`src/rtl/kswe_pkg.sv`:
```
package kswe_pkg;

    localparam int NIB_W     = 4;
    localparam int TILE_W    = 64;
    localparam int NUM_CELLS = TILE_W / NIB_W;
    localparam int MAX_BASES = 16;
    localparam int LEN_W     = 5;
    localparam int POS_W     = 32;

    typedef logic [NIB_W-1:0]  nib_t;
    typedef logic [LEN_W-1:0]  len_t;
    typedef logic [TILE_W-1:0] tile_t;
    typedef logic [POS_W-1:0]  pos_t;

    localparam len_t MER_LEN_RESET = len_t'(13);

    // Per-cycle control shared by every cell of the window row.
    typedef struct packed {
        logic load;   // take a fresh window nibble and tile nibble
        logic shift;  // move one base toward base 0
    } cell_ctrl_t;

    // A length of zero acts as one base; anything above the row acts as full.
    function automatic len_t eff_length(input len_t raw);
        len_t n;
        n = raw;
        if (n == len_t'(0)) begin
            n = len_t'(1);
        end
        if (n > len_t'(MAX_BASES)) begin
            n = len_t'(MAX_BASES);
        end
        return n;
    endfunction

endpackage

```
`src/rtl/kswe_cell.sv`:
```
module kswe_cell (
    input  logic                clk,
    input  kswe_pkg::cell_ctrl_t ctrl,
    input  logic                is_top,
    input  kswe_pkg::nib_t      load_win,
    input  kswe_pkg::nib_t      load_tile,
    input  kswe_pkg::nib_t      up_win,
    input  kswe_pkg::nib_t      up_tile,
    input  kswe_pkg::nib_t      insert_nib,
    output kswe_pkg::nib_t      win_nib,
    output kswe_pkg::nib_t      tile_nib
);
    import kswe_pkg::*;

    nib_t win_reg;
    nib_t win_next;
    nib_t tile_reg;
    nib_t tile_next;

    // On a shift, the top base of the window takes the next nibble of the new
    // tile, ORed with whatever shifts down from above it.
    always_comb
    begin
        win_next  = win_reg;
        tile_next = tile_reg;
        if (ctrl.load) begin
            win_next  = load_win;
            tile_next = load_tile;
        end
        else if (ctrl.shift) begin
            win_next  = up_win | (is_top ? insert_nib : nib_t'(0));
            tile_next = up_tile;
        end
    end

    always_ff @(posedge clk)
    begin
        win_reg  <= win_next;
        tile_reg <= tile_next;
    end

    assign win_nib  = win_reg;
    assign tile_nib = tile_reg;

endmodule

```
`src/rtl/kmer_sliding_window_expander.sv`:
```
// Sliding window expander for tiles of packed 4-bit bases. Each input beat
// carries one tile; once a previous tile is held, the next tile makes the
// block send mer_length window beats, one per cycle while the consumer is
// ready, starting with the held tile as it is and shifting one base per
// beat while the new tile's bases enter at the top base. A tile marked
// end_of_stream is also sent unchanged as one more beat, after which the
// position clears; the held tile is marked invalid when that tile is taken.
// The last beat caused by an input carries last_of_run. The row of sixteen
// nibble cells shifts once per result; the next tile is taken in the cycle
// that its predecessor's final result enters the output register, so with a
// ready consumer the row never stalls. The output register decouples the
// result side. mer_length is written through the cfg port while the block
// is idle; the block itself does not enforce this, the user must. Zero acts
// as one and values above sixteen act as sixteen.
module kmer_sliding_window_expander (
    input  logic                 clk,
    input  logic                 rst_n,
    input  logic                 cfg_valid,
    output logic                 cfg_ready,
    input  kswe_pkg::len_t       cfg_data,
    input  logic                 in_valid,
    output logic                 in_ready,
    input  kswe_pkg::tile_t      tile_word,
    input  logic                 end_of_stream,
    output logic                 out_valid,
    input  logic                 out_ready,
    output kswe_pkg::tile_t      window_word,
    output kswe_pkg::pos_t       start_position,
    output logic                 last_of_run
);
    import kswe_pkg::*;

    len_t  mer_len_reg;
    tile_t held_tile_reg;
    logic  held_valid_reg;
    pos_t  pos_reg;
    pos_t  pos_next;
    len_t  win_left_reg;
    len_t  win_left_next;
    logic  eos_left_reg;
    logic  eos_left_next;

    logic  out_valid_reg;
    tile_t out_word_reg;
    pos_t  out_pos_reg;
    logic  out_last_reg;

    len_t  n_eff;
    len_t  top_idx;
    logic  accept;
    logic  advance;
    logic  active;
    logic  emit;
    logic  emit_win;
    logic  emit_last;

    tile_t      win_flat;
    cell_ctrl_t ctrl;

    nib_t win_nibs  [NUM_CELLS+1];
    nib_t tile_nibs [NUM_CELLS+1];

    assign n_eff   = eff_length(mer_len_reg);
    assign top_idx = n_eff - len_t'(1);

    // The engine has results pending while windows or the closing tile remain.
    assign active    = (win_left_reg != len_t'(0)) || eos_left_reg;
    assign advance   = !out_valid_reg || out_ready;
    assign emit      = active && advance;
    assign emit_win  = win_left_reg != len_t'(0);
    assign emit_last = emit_win ? ((win_left_reg == len_t'(1)) && !eos_left_reg) : 1'b1;

    // A new tile enters when the engine is idle or is sending its final beat.
    assign in_ready  = !active || (emit && emit_last);
    assign accept    = in_valid && in_ready;
    assign cfg_ready = 1'b1;

    assign ctrl.load  = accept;
    assign ctrl.shift = emit && emit_win;

    // Row of cells: cell i takes from cell i+1; above the top cell zeros enter.
    assign win_nibs[NUM_CELLS]  = nib_t'(0);
    assign tile_nibs[NUM_CELLS] = nib_t'(0);

    for (genvar i = 0; i < NUM_CELLS; i++)
    begin : g_cell
        kswe_cell u_cell (
            .clk        (clk),
            .ctrl       (ctrl),
            .is_top     (top_idx == len_t'(i)),
            .load_win   (held_tile_reg[i*NIB_W +: NIB_W]),
            .load_tile  (tile_word[i*NIB_W +: NIB_W]),
            .up_win     (win_nibs[i+1]),
            .up_tile    (tile_nibs[i+1]),
            .insert_nib (tile_nibs[0]),
            .win_nib    (win_nibs[i]),
            .tile_nib   (tile_nibs[i])
        );
        assign win_flat[i*NIB_W +: NIB_W] = win_nibs[i];
    end

    always_comb
    begin
        win_left_next = win_left_reg;
        eos_left_next = eos_left_reg;
        pos_next      = pos_reg;
        if (emit)
        begin
            if (emit_win)
            begin
                win_left_next = win_left_reg - len_t'(1);
                pos_next      = pos_reg + pos_t'(1);
            end
            else
            begin
                eos_left_next = 1'b0;
                pos_next      = pos_t'(0);
            end
        end
        if (accept)
        begin
            win_left_next = held_valid_reg ? n_eff : len_t'(0);
            eos_left_next = end_of_stream;
        end
    end

    always_ff @(posedge clk or negedge rst_n)
    begin
        if (!rst_n)
        begin
            mer_len_reg    <= MER_LEN_RESET;
            held_valid_reg <= 1'b0;
            pos_reg        <= pos_t'(0);
            win_left_reg   <= len_t'(0);
            eos_left_reg   <= 1'b0;
            out_valid_reg  <= 1'b0;
        end
        else
        begin
            if (cfg_valid && cfg_ready)
            begin
                mer_len_reg <= cfg_data;
            end
            if (accept)
            begin
                held_valid_reg <= !end_of_stream;
            end
            pos_reg      <= pos_next;
            win_left_reg <= win_left_next;
            eos_left_reg <= eos_left_next;
            if (advance)
            begin
                out_valid_reg <= emit;
            end
        end
    end

    // The held tile is kept even on an end of stream: the closing beat reads
    // it, and held_valid gates every later use.
    always_ff @(posedge clk)
    begin
        if (accept)
        begin
            held_tile_reg <= tile_word;
        end
        if (emit)
        begin
            out_word_reg <= emit_win ? win_flat : held_tile_reg;
            out_pos_reg  <= pos_reg;
            out_last_reg <= emit_last;
        end
    end

    assign out_valid      = out_valid_reg;
    assign window_word    = out_word_reg;
    assign start_position = out_pos_reg;
    assign last_of_run    = out_last_reg;

endmodule
```
`config.mk`:
```
export PLATFORM = sky130hd
export DESIGN_NAME = kmer_sliding_window_expander
export DESIGN_NICKNAME = d
export VERILOG_FILES = /design/src/rtl/kswe_pkg.sv /design/src/rtl/kswe_cell.sv /design/src/rtl/kmer_sliding_window_expander.sv
export SDC_FILE = /design/constraint.sdc
export NUM_CORES = 1
export LEC_CHECK = 0
export BUFFER_PORTS_ARGS = -buffer_cell sky130_fd_sc_hd__clkbuf_2
export CAP_MARGIN = 20
export CORE_AREA = 2 2 157 159
export CTS_CLUSTER_DIAMETER = 60
export DETAILED_ROUTE_END_ITERATION = 8
export DIE_AREA = 0 0 159 161
export PLACE_DENSITY = 0.85
export SLEW_MARGIN = 20
export SYNTH_ARGS = -nofsm -noshare
export SYNTH_HDL_FRONTEND = slang
export SYNTH_HIERARCHICAL = 1
export SYNTH_SLANG_ARGS = --single-unit
```
`constraint.sdc`:
```
create_clock -name clk -period 11.3 [get_ports clk]
set_input_delay 0 -clock clk [delete_from_list [all_inputs] [get_ports clk]]
set_output_delay 0 -clock clk [all_outputs]
set_load 0.02 [all_outputs]
```
Word level (Yosys, flattened, before mapping). Cells that the tools add are included. W data, S select, Z words.

Register bits after elaboration: 334. Output and inout bits: 100.

$add $sub $neg: 3. Magnitude comparators: 1. Equal/unequal tests: 17. Muxes and demuxes: 92. Bitwise gates (word level): 15. Reduce and logical (&&, ||, !) cells: 20.

Operator list (number): $mux W4 (80); $mux W64 (1); $or A4 B4 Y4 (15); $eq A5 B4 Y1 const B (8); $add A32 B1 Y32 const B (1); $mux W32 (1); $mux W5 (6); $eq A5 B3 Y1 const B (4); $eq A5 B1 Y1 const B (2); $eq A5 B2 Y1 const B (2); $logic_not A5 Y1 (2); $sub A5 B1 Y5 const B (2); $reduce_bool A2 Y1 (3); $gt A5 B5 Y1 const B (1); $logic_and A1 B1 Y1 (5); $reduce_bool A5 Y1 (1); $logic_not A1 Y1 (4); $mux W1 (4); $reduce_and A2 Y1 (2); $logic_or A1 B1 Y1 (3); $ne A2 B2 Y1 const B (1).

Longest topological paths before layout. Gate-level depths: netlist of run 1.

Depth after elaboration: 10. Gate-level depth with buffers: 10. Depth with buffers taken out: 8.

Hierarchy. The synthesis of run 1 kept the hierarchy.

Modules (own cells, without submodules): kmer_sliding_window_expander (times used 1, cells each 653, area each 8212.9 µm²); kswe_cell (times used 16, cells each 26, area each 371.6 µm²).

Least setup slack after synthesis of run 1. Ideal clock, no wire load.

Path type: register to register. Start: register win_left_reg[1]. End: register g_cell[0].u_cell.tile_reg[0], enable pin. Setup time: 329 ps. Arrival: 3969 ps. Data required time: 10971 ps. Slack: 7001 ps. Cell stages (with the launch flop): 10. Buffers on the path: 2. Clock period less this slack: 4299 ps. Cell sequence: dfrtp_1 > inv_1 > ha_1 > nor2b_1 > nand2_1 > a2111oi_2 > and2_1 > buf_2 > buf_6 > or2_1.

Longest elaborated chain between the ends: 7. Elaborated cells between the ends (all ways): 12. Classes of those cells: eq/ne (1); mux (1); reduce/logical (10).

Ends and longest elaborated chain: start: declaration (line kmer_sliding_window_expander.sv:38) `len_t win_left_reg;`; start signal: assignment (line kmer_sliding_window_expander.sv:134) `win_left_reg <= len_t'(0);`; start signal: assignment (line kmer_sliding_window_expander.sv:149) `win_left_reg <= win_left_next;`; $eq A5 B1 Y1 or $reduce_bool A5 Y1 (tied branches) (line kmer_sliding_window_expander.sv:71, kmer_sliding_window_expander.sv:67, kmer_sliding_window_expander.sv:70); $logic_and A1 B1 Y1 or $logic_or A1 B1 Y1 (tied branches) (line kmer_sliding_window_expander.sv:71, kmer_sliding_window_expander.sv:67); $mux W1 or $logic_and A1 B1 Y1 (tied branches) (line kmer_sliding_window_expander.sv:71, kmer_sliding_window_expander.sv:69); $logic_and A1 B1 Y1 (line kmer_sliding_window_expander.sv:74) `assign in_ready = !active || (emit && emit_last);`; $logic_or A1 B1 Y1 * (line kmer_sliding_window_expander.sv:74); named net in_ready (line kmer_sliding_window_expander.sv:22) `output logic in_ready,`; $logic_and A1 B1 Y1 * (line kmer_sliding_window_expander.sv:75) `assign accept = in_valid && in_ready;`; named net accept (line kmer_sliding_window_expander.sv:50) `logic accept;`; $reduce_bool A2 Y1 (no source line) *; end signal: assignment (line kswe_cell.sv:39) `tile_reg <= tile_next;`; end: declaration (line kswe_cell.sv:17) `nib_t tile_reg;`.

Mark *: on every way through the listed nets, which the timed path passes. The rest lies on a longest branch. A chain may end at the register's enable or synchronous reset.

Worst setup path in the final report of run 1.
Start: register win_left_reg[0]. End: register pos_reg[26].

Longest elaborated chain between the ends: 3. Elaborated cells between the ends (all ways): 4. Classes of those cells: mux (1); reduce/logical (3).

Ends and longest elaborated chain: $reduce_bool A5 Y1 (line kmer_sliding_window_expander.sv:67) `assign active = (win_left_reg != len_t'(0)) || eos_left_reg;`; $logic_or A1 B1 Y1 (line kmer_sliding_window_expander.sv:67); $logic_and A1 B1 Y1 (line kmer_sliding_window_expander.sv:69) `assign emit = active && advance;`; named net emit (line kmer_sliding_window_expander.sv:53) `logic emit;`; end signal: assignment (line kmer_sliding_window_expander.sv:133) `pos_reg <= pos_t'(0);`; end signal: assignment (line kmer_sliding_window_expander.sv:148) `pos_reg <= pos_next;`; end: declaration (line kmer_sliding_window_expander.sv:36) `pos_t pos_reg;`.

The timed path passes the listed nets, and every way through them passes these cells.

==> impl_results.md, run 1 <==
- Status: finished, final reports clean
- Layout cells sized above 1: 0.242
- Synthesized area per cell: between 10 and 15 µm²
- P&R area growth vs syn: 21.6%
- # clock sinks: 334
- Sequential Power Share: 0.477
- Final hold vios: 0
- Vias in the first global route: 9444
- Die Ht: 161 µm
- Tot GR Track Use: 0.253
- Via density: around 5.7
- Worst Path Buf+Inv: 4
- P_leak: 6.88 nW
- Hpwl dp: just under 20000 µm
- Seq/Total Area, Yosys: 0.693
- Req. time, crit path: 11.68 ns
- Synth warn: 6
- Capturing point of the worst reg2reg path: pos_reg[26]$_DFFE_PN0P_
- Internal power: 3.10 mW
- WL/cell: about 20 µm
- Storage cell area: around 0.0098 mm²
- CTS Buf Count: 35
- Reg2reg start: win_left_reg[0]$_DFFE_PN0P_
- Initial core utilization: 0.591
- Crit path top cell by count: buf_4
- Max rail drop VDD: 159 µV
- Slew margin rel.: 0.318
- N_diodes: 0
- DRC: 0
- Design area: 0.0172 mm²
- GPL Wtd Cong: ~0.84
- Count of pins over their slew limit: 0
- Fill count: 1508
- CTS max path bufs: 3
- EDFF count, synth: 289
- CTS tree: done
- Clock Skew: around 0.021 ns
- Via Count: 9557
- Pwr per Cell Area: 266 mW/mm²
- GRT Max-Usage Layer: met2
- Initial antenna violation count: 1
- Layout Nets: 1403
- Power share of the combinational group: 0.259
- # setup viols final: 0
- # Post-CTS Setup Buffers: 0
- Row count: 57
- Clock transition at the registers of the reported paths: 0.06 ns
- CP max FO: 54
- Register-to-Register Path Depth: 10
- Worst Tran Pin Value: 1.01 ns
- Worst R2R Setup Slack: 6.98 ns
- Most common library cell in the layout ignoring fill and taps: edfxtp_1
- CTS Root Cell: clkbuf_16
- Setup tns final: 0 ns
- Die area: 0.0256 mm²
- Crit share post-route: 0.382
- Startpoint type of the worst setup path: register
- CP Depth: 10
- Post-synthesis register bit count: 334
- Largest net degree at the start of global routing: 103
- CP Cell Sequence: inv_1 > ha_1 > or4b_2 > buf_4 > o21ai_4 > inv_4 > buf_4 > nand2_1 > o311ai_0 > o41ai_1
- Unique cell type count in the Yosys netlist: 57
- Crit-path max cell delay: 1.00 ns
- Hold Path Class: in -> async
- Antenna viol nets, final: 0
- Mapped Cells: about 1100
- Max Clock Freq: approximately 230 MHz
- Setup crit end kind: register
- Multi-input logic area: between 0.003 and 0.004 mm²
- Port buffer count: between 150 and 200
- Critical path class: reg -> reg
- Met3 Use GR: 0.0452
- CORE AREA: 0.0240 mm²
- Die width: ~160 µm
- Asr flop ratio synth: 0.135
- Clock latency on the worst-skew pair: 0.52 ns
- Clock Power Share: 0.263
- Total grt overflow: 0
- Cell Area, Synth: 0.0142 mm²
- Crit path DAT: 4.70 ns
- Switch Pwr: 1.48 mW
- Met1 Use GR: 0.323
- RSZ-0062 raised after global routing: false
- Initial DRC Count: 880
- Number of I/O pins: about 180
- Ys flop type: edfxtp_1
- CP top delay family: buffers and inverters
- CP max stage cell: or4b_2
- Area after DPL: 0.0152 mm²
- Sw Ratio: 0.323
- Global-route wire length before repair: between 50000 and 60000 µm
- Commonest cells after routing, fill and taps aside: edfxtp_1 (289), nand2_1 (221), clkbuf_2 (173)
- Pre-antenna DRT Iters: 5
- Final WL: 32700 µm
- Routing usage on met2: 0.439
- Htree depth: 2
- Min Tclk post-route: about 4.3 ns
- Reported max-cap violation count: 0
worst reg2reg max path, stage by stage, from the launching register on:
cell	delay, ns
dfrtp_1	0.40
inv_1	0.10
ha_1	0.26
or4b_2	1.00
buf_4	0.43
o21ai_4	0.59
inv_4	0.40
buf_4	0.47
nand2_1	0.27
o311ai_0	0.17
o41ai_1	0.11
Yosys cell counts (3+ instances only):
cell	instances	area, µm²
o21ai_1	6	30.0
buf_2	6	30.0
and3_1	3	18.8
xnor2_1	3	26.3
nand3_1	10	50.1
and2_1	3	18.8
dfstp_2	3	78.8
or3_1	3	18.8
a31oi_1	9	56.3
nor4_1	5	31.3
nand4_1	14	87.6
inv_1	73	274
ha_1	3	37.5
nor2_1	21	78.8
mux2_2	54	608
clkbuf_1	20	75.1
a21oi_1	76	380
a211oi_1	64	480
nand2_1	221	830
o41ai_1	6	52.6
mux2_4	16	240
buf_6	16	180
dfrtp_1	42	1050
o21ai_0	31	155
or2_1	16	100
edfxtp_1	289	8680
buf_4	4	30.0
nor3_1	8	40.0
o311ai_0	4	35.0
how the worst max path moves through the flow:
stage	start	endpoint
after floorplan	win_left_reg[1]$_DFFE_PN0P_	g_cell[0].u_cell/tile_nib[0]$_DFFE_PP_
after global placement	win_left_reg[0]$_DFFE_PN0P_	pos_reg[26]$_DFFE_PN0P_
after detailed placement	win_left_reg[0]$_DFFE_PN0P_	pos_reg[28]$_DFFE_PN0P_
after CTS	win_left_reg[0]$_DFFE_PN0P_	pos_reg[26]$_DFFE_PN0P_
after global routing	win_left_reg[0]$_DFFE_PN0P_	pos_reg[30]$_DFFE_PN0P_
final	win_left_reg[0]$_DFFE_PN0P_	pos_reg[26]$_DFFE_PN0P_
cell families after synthesis:
group,after synthesis,share of synthesized area
multiplexers,71,0.0606
AND/OR/NAND/NOR,324,0.106
adder cells (fa/ha/maj),3,0.00265
buffers and inverters,122,0.0424
other,2,0.000530
flip-flops,334,0.693
XOR/XNOR,3,0.00186
AO/OA/AOI/OAI,210,0.0932
power by group through the flow:
| stage | Combinational, mW | Sequential (mW) | Clock [mW] |
|---|---|---|---|
| 2_1_floorplan | 0.682 | 2.26 | 0 |
| 3_3_place_gp | 1.10 | 2.17 | 0 |
| 3_5_place_dp | 1.13 | 2.19 | 0 |
| 4_1_cts | 1.17 | 2.17 | 1.21 |
| 5_1_grt | 1.30 | 2.22 | 1.27 |
| 6_report | 1.19 | 2.19 | 1.21 |
timing repair:
action,4_1_cts,5_1_grt
endpoints found under the hold margin,184,0
resized for setup,0,0
hold buffers,78,0
metrics by stage:
stage | setup slack, ns | hold slack (ns) | total power [mW] | util | std cells
global route | 6.70 | 0.215 | 4.78 | 0.719 | 1675
floorplan | 7.00 | -0.296 | 2.95 | - | 1076
CTS | 6.96 | 0.128 | 4.55 | 0.717 | 1673
detailed placement | 7.02 | 0.124 | 3.32 | 0.634 | 1532
global placement | 7.09 | 0.120 | 3.28 | 0.634 | 1532
finish | 6.98 | 0.134 | 4.58 | 0.719 | 1675
layer usage:
layer	vias to the layer above	part of all wire
li1	4426	-
met1	4646	0.40
met2	402	0.51
met3	83	0.066
met4	0	0.030
met5	-	0
area by class of cell:
cell class                      count  area share
Timing Repair Buffer              259       0.101
Clock inverter                     20      0.0170
Tap cell                          324      0.0235
Inverter                           75      0.0165
Sequential cell                   334       0.569
Clock buffer                       43      0.0526
Multi-Input combinational cell    620       0.220
Note: power is estimated with default switching activity, not from simulation.
==> run 2, diff against run 1 <==
--- a/config.mk
+++ b/config.mk
@@ -5,13 +5,14 @@
 export SDC_FILE = /design/constraint.sdc
 export NUM_CORES = 1
 export LEC_CHECK = 0
+export ABC_AREA = 1
 export BUFFER_PORTS_ARGS = -buffer_cell sky130_fd_sc_hd__clkbuf_2
 export CAP_MARGIN = 20
-export CORE_AREA = 2 2 157 159
+export CORE_AREA = 2 2 170 172
 export CTS_CLUSTER_DIAMETER = 60
 export DETAILED_ROUTE_END_ITERATION = 8
-export DIE_AREA = 0 0 159 161
-export PLACE_DENSITY = 0.85
+export DIE_AREA = 0 0 172 174
+export PLACE_DENSITY = 0.8
 export SLEW_MARGIN = 20
 export SYNTH_ARGS = -nofsm -noshare
 export SYNTH_HDL_FRONTEND = slang
==> constraint.sdc (replaced) <==
create_clock -name clk -period 3.5 [get_ports clk]
set_input_delay 0 -clock clk [delete_from_list [all_inputs] [get_ports clk]]
set_output_delay 0 -clock clk [all_outputs]
set_load 0.02 [all_outputs]
==> run 2 against run 1 <==
  * Wire length grew 4.9%
  * Sequential power grew to 3.4 times the previous value
  * Non-clock buffer count grew 8
  * Worst hold slack gained 0.0026 ns
  * Global-route usage shrank 2.1 points
  * Synthesized area grew 3.9%
  * Combinational power grew to 3.8 times the previous value
  * Clock power grew to 3.1 times the previous value
  * Critical endpoint is now window_word[25]$_DFFE_PP_
  * Largest power group unchanged
  * Highest routed layer unchanged
==> impl_results.md, run 2 <==
- Status: finished, final reports clean
- Initial antenna violation count: 0 (-1)
- Clock latency on the worst-skew pair: 0.52 ns (about the same)
- N_diodes: 0 (unchanged)
- Clock transition at the registers of the reported paths: 0.06 ns (about the same)
- EDFF count, synth: 289 (unchanged)
- Count of pins over their slew limit: 0 (unchanged)
- Internal power: 10.4 mW (+240%)
- Dominant cells by area after synthesis: edfxtp_1 (59%), nand2_1 (10%), dfrtp_1 (7.1%), mux2_2 (5.0%), nor2_1 (4.5%)
- Seq/Total Area, Yosys: 0.667 (-0.0260)
- DRC: 0 (unchanged)
- Max Clock Freq: 390 MHz (+69%)
- Max rail drop VDD: 488 µV (+210%)
- Number of I/O pins: 175 (unchanged)
- Switch Pwr: 5.30 mW (+260%)
- Commonest cells after routing, fill and taps aside: nand2_1 (390), edfxtp_1 (289), nor2_1 (178)
- P_leak: 7.28 nW (+5.8%)
- CTS Root Cell: clkbuf_16
- CP max FO: 44 (-19%)
- Final WL: 34300 µm (+4.9%)
- Ys flop type: edfxtp_1
- Startpoint type of the worst setup path: register
- Min Tclk post-route: 2.56 ns (-1.76 ns)
- Cell Area, Synth: 0.0147 mm² (+3.9%)
- Most frequent cell after synthesis: nand2_1
- Port buffer count: 173 (unchanged)
- CTS resizes: 0 (unchanged)
- Sequential Power Share: 0.475 (-0.002)
- Worst R2R Setup Slack: 0.94 ns (-6.04 ns)
- CTS Buf Count: 37 (+5.7%)
- Die Ht: 174 µm (+8.1%)
- Synthesized area per cell: 11.5 µm² (-13%)
- Post-synthesis register bit count: 334 (unchanged)
- Cell taking the most area after synthesis: edfxtp_1
- Crit path to: window_word[25]$_DFFE_PP_
- Register-to-Register Path Depth: 6 (-4)
- Initial core utilization: 0.521 (-0.0699)
- Total grt overflow: 0 (unchanged)
- # clock sinks: 334 (unchanged)
- WL/cell: 17.4 µm (-11%)
- Crit path top cell by count: buf_4
- Pwr per Cell Area: 876 mW/mm² (+230%)
- CP Cell Sequence: inv_1 > ha_1 > nand3_4 > buf_4 > buf_4 > mux2_2
- Antenna viol nets, final: 0 (unchanged)
- Via density: 5.27 (-7.7%)
- Initial DRC Count: 957 (+8.8%)
- Unique cell type count in the Yosys netlist: 42 (-26%)
- Slew margin rel.: 0.362 (+0.0444)
- CORE AREA: 0.0282 mm² (+18%)
- Setup tns final: 0 ns (unchanged)
- CP max stage cell: buf_4
- GPL Wtd Cong: 0.907 (+7.5%)
- Clock Power Share: 0.241 (-0.022)
- P&R area growth vs syn: 22.2%
- Final hold vios: 0 (unchanged)
- Clock Skew: 0.0159 ns (-0.00514 ns)
- Crit share post-route: 0.732 (+0.350)
- Pre-antenna DRT Iters: 6 (+1)
- Via Count: 10400 (+8.9%)
- Die width: 172 µm (+8.2%)
- CTS max path bufs: 3 (unchanged)
- Global-route wire length before repair: 53900 µm (+7.1%)
- # setup viols final: 0 (unchanged)
- Power, Total: 15.8 mW (+240%)
- Req. time, crit path: 3.75 ns (-7.93 ns)
- Crit-path max cell delay: 0.65 ns (-0.35 ns)
- Largest net degree at the start of global routing: 89 (-14%)
- Power share of the combinational group: 0.284 (+0.025)
- RSZ-0062 raised after global routing: false
- Reported max-cap violation count: 0 (unchanged)
- Mapped Cells: 1282 (+20%)
- Capturing point of the worst reg2reg path: window_word[25]$_DFFE_PP_
- Crit path DAT: 2.82 ns (-1.88 ns)
- Worst Tran Pin Value: 0.957 ns (-0.0572 ns)
- Commonest cells in the netlist: nand2_1 (390), edfxtp_1 (289), nor2_1 (178)
- Sw Ratio: 0.337 (+0.0139)
- Tot GR Track Use: 0.232 (-0.0206)
- CTS tree: done
- Fill count: 2158 (+43%)
- # Post-CTS Setup Buffers: 0 (unchanged)
- Htree depth: 2 (unchanged)
- Critical path class: reg -> reg
- Asr flop ratio synth: 0.135 (unchanged)
- Synth warn: 6 (unchanged)
- Die area: 0.0299 mm² (+17%)
- Reg2reg start: win_left_reg[0]$_DFFE_PN0P_
- Storage cell area: 0.00981 mm² (unchanged)
- Multi-input logic area: 0.00429 mm² (+13%)
- Hpwl dp: 22300 µm (+15%)
- Synth top area share: 0.590 (-0.0230)
- Setup crit end kind: register
- Hold Path Class: in -> async
- Layout cells sized above 1: 0.234 (-0.00823)
- Layout Nets: 1641 (+17%)
- Most common library cell in the layout ignoring fill and taps: nand2_1
- Setup crit start: win_left_reg[0]$_DFFE_PN0P_
- Row count: 62 (+8.8%)
- Vias in the first global route: 10300 (+8.6%)
==> run 2: cell type report <==
| cell class | count | area share |
|---|---|---|
| Tap cell | 384 | 0.0267 |
| Sequential cell | 334 | 0.545 |
| Inverter | 68 | 0.0210 |
| Multi-Input combinational cell | 855 | 0.238 |
| Clock buffer | 49 | 0.0569 |
| Timing Repair Buffer | 267 | 0.102 |
| Clock inverter | 18 | 0.00932 |
==> run 2: logic make-up after synthesis <==
| kind of cell | share of synthesized area |
|---|---|
| buffers and inverters | 0.0437 |
| muxes | 0.0498 |
| adders and majority gates | 0.00255 |
| DFF | 0.667 |
| and+or+nand+nor | 0.183 |
| xor gates and xnor gates | 0.00655 |
| AOI/OAI and AO/OA | 0.0475 |
| other | 0.000511 |
==> run 2: through the flow <==
| step | setup slack, ns | hold slack (ns) | instance area (µm²) | std cells | util |
|---|---|---|---|---|---|
| detailed placement | 0.959 | 0.135 | 16000 | 1826 | 0.566 |
| floorplan | 0.0333 | -0.296 | 14700 | 1289 | - |
| CTS | 0.943 | 0.137 | 18000 | 1975 | 0.637 |
| finish | 0.938 | 0.136 | 18000 | 1975 | 0.637 |
| global placement | 1.04 | 0.128 | 16000 | 1826 | 0.566 |
| global route | 0.769 | 0.177 | 18000 | 1975 | 0.637 |
==> run 2: critical path, delay by kind of cell (launching register included) <==
kind | cells | cell delay, ns
multiplexers | 1 | 0.42
flip-flops | 1 | 0.40
AND/OR/NAND/NOR | 1 | 0.11
buffers and inverters | 3 | 1.05
adder cells (fa/ha/maj) | 1 | 0.28
==> run 2: routing by layer <==
layer	share of wire	global-route usage	wire, µm
met1	0.40	0.308	13900
met2	0.50	0.390	17100
met4	0.023	0.0774	794
met3	0.074	0.0378	2530
met5	0	0	0
==> run 2: worst min path at each step <==
stage | start | to | slack (ns) | cells after the start
after CTS | rst_n | pos_reg[8]$_DFFE_PN0P_ | 0.14 | 3
after detailed placement | rst_n | pos_reg[0]$_DFFE_PN0P_ | 0.13 | 2
after global placement | rst_n | pos_reg[0]$_DFFE_PN0P_ | 0.13 | 2
final | rst_n | pos_reg[0]$_DFFE_PN0P_ | 0.14 | 3
after global routing | rst_n | pos_reg[0]$_DFFE_PN0P_ | 0.18 | 3
after floorplan | rst_n | eos_left_reg$_DFFE_PN0P_ | -0.30 | 0
==> run 2: timing repair <==
item,in CTS,in global routing
hold buffers,82,0
setup endpoints to repair,0,0
endpoints found under the hold margin,186,0
==> run 2: power by group through the flow <==
stage                     combinational (mW)  sequential, mW  clock [mW]
after floorplan                         2.50            7.84           0
after global placement                  4.18            7.49           0
after detailed placement                4.33            7.52           0
after CTS                               4.46            7.47        3.86
after global routing                    4.90            7.64        4.01
final                                   4.47            7.48        3.80
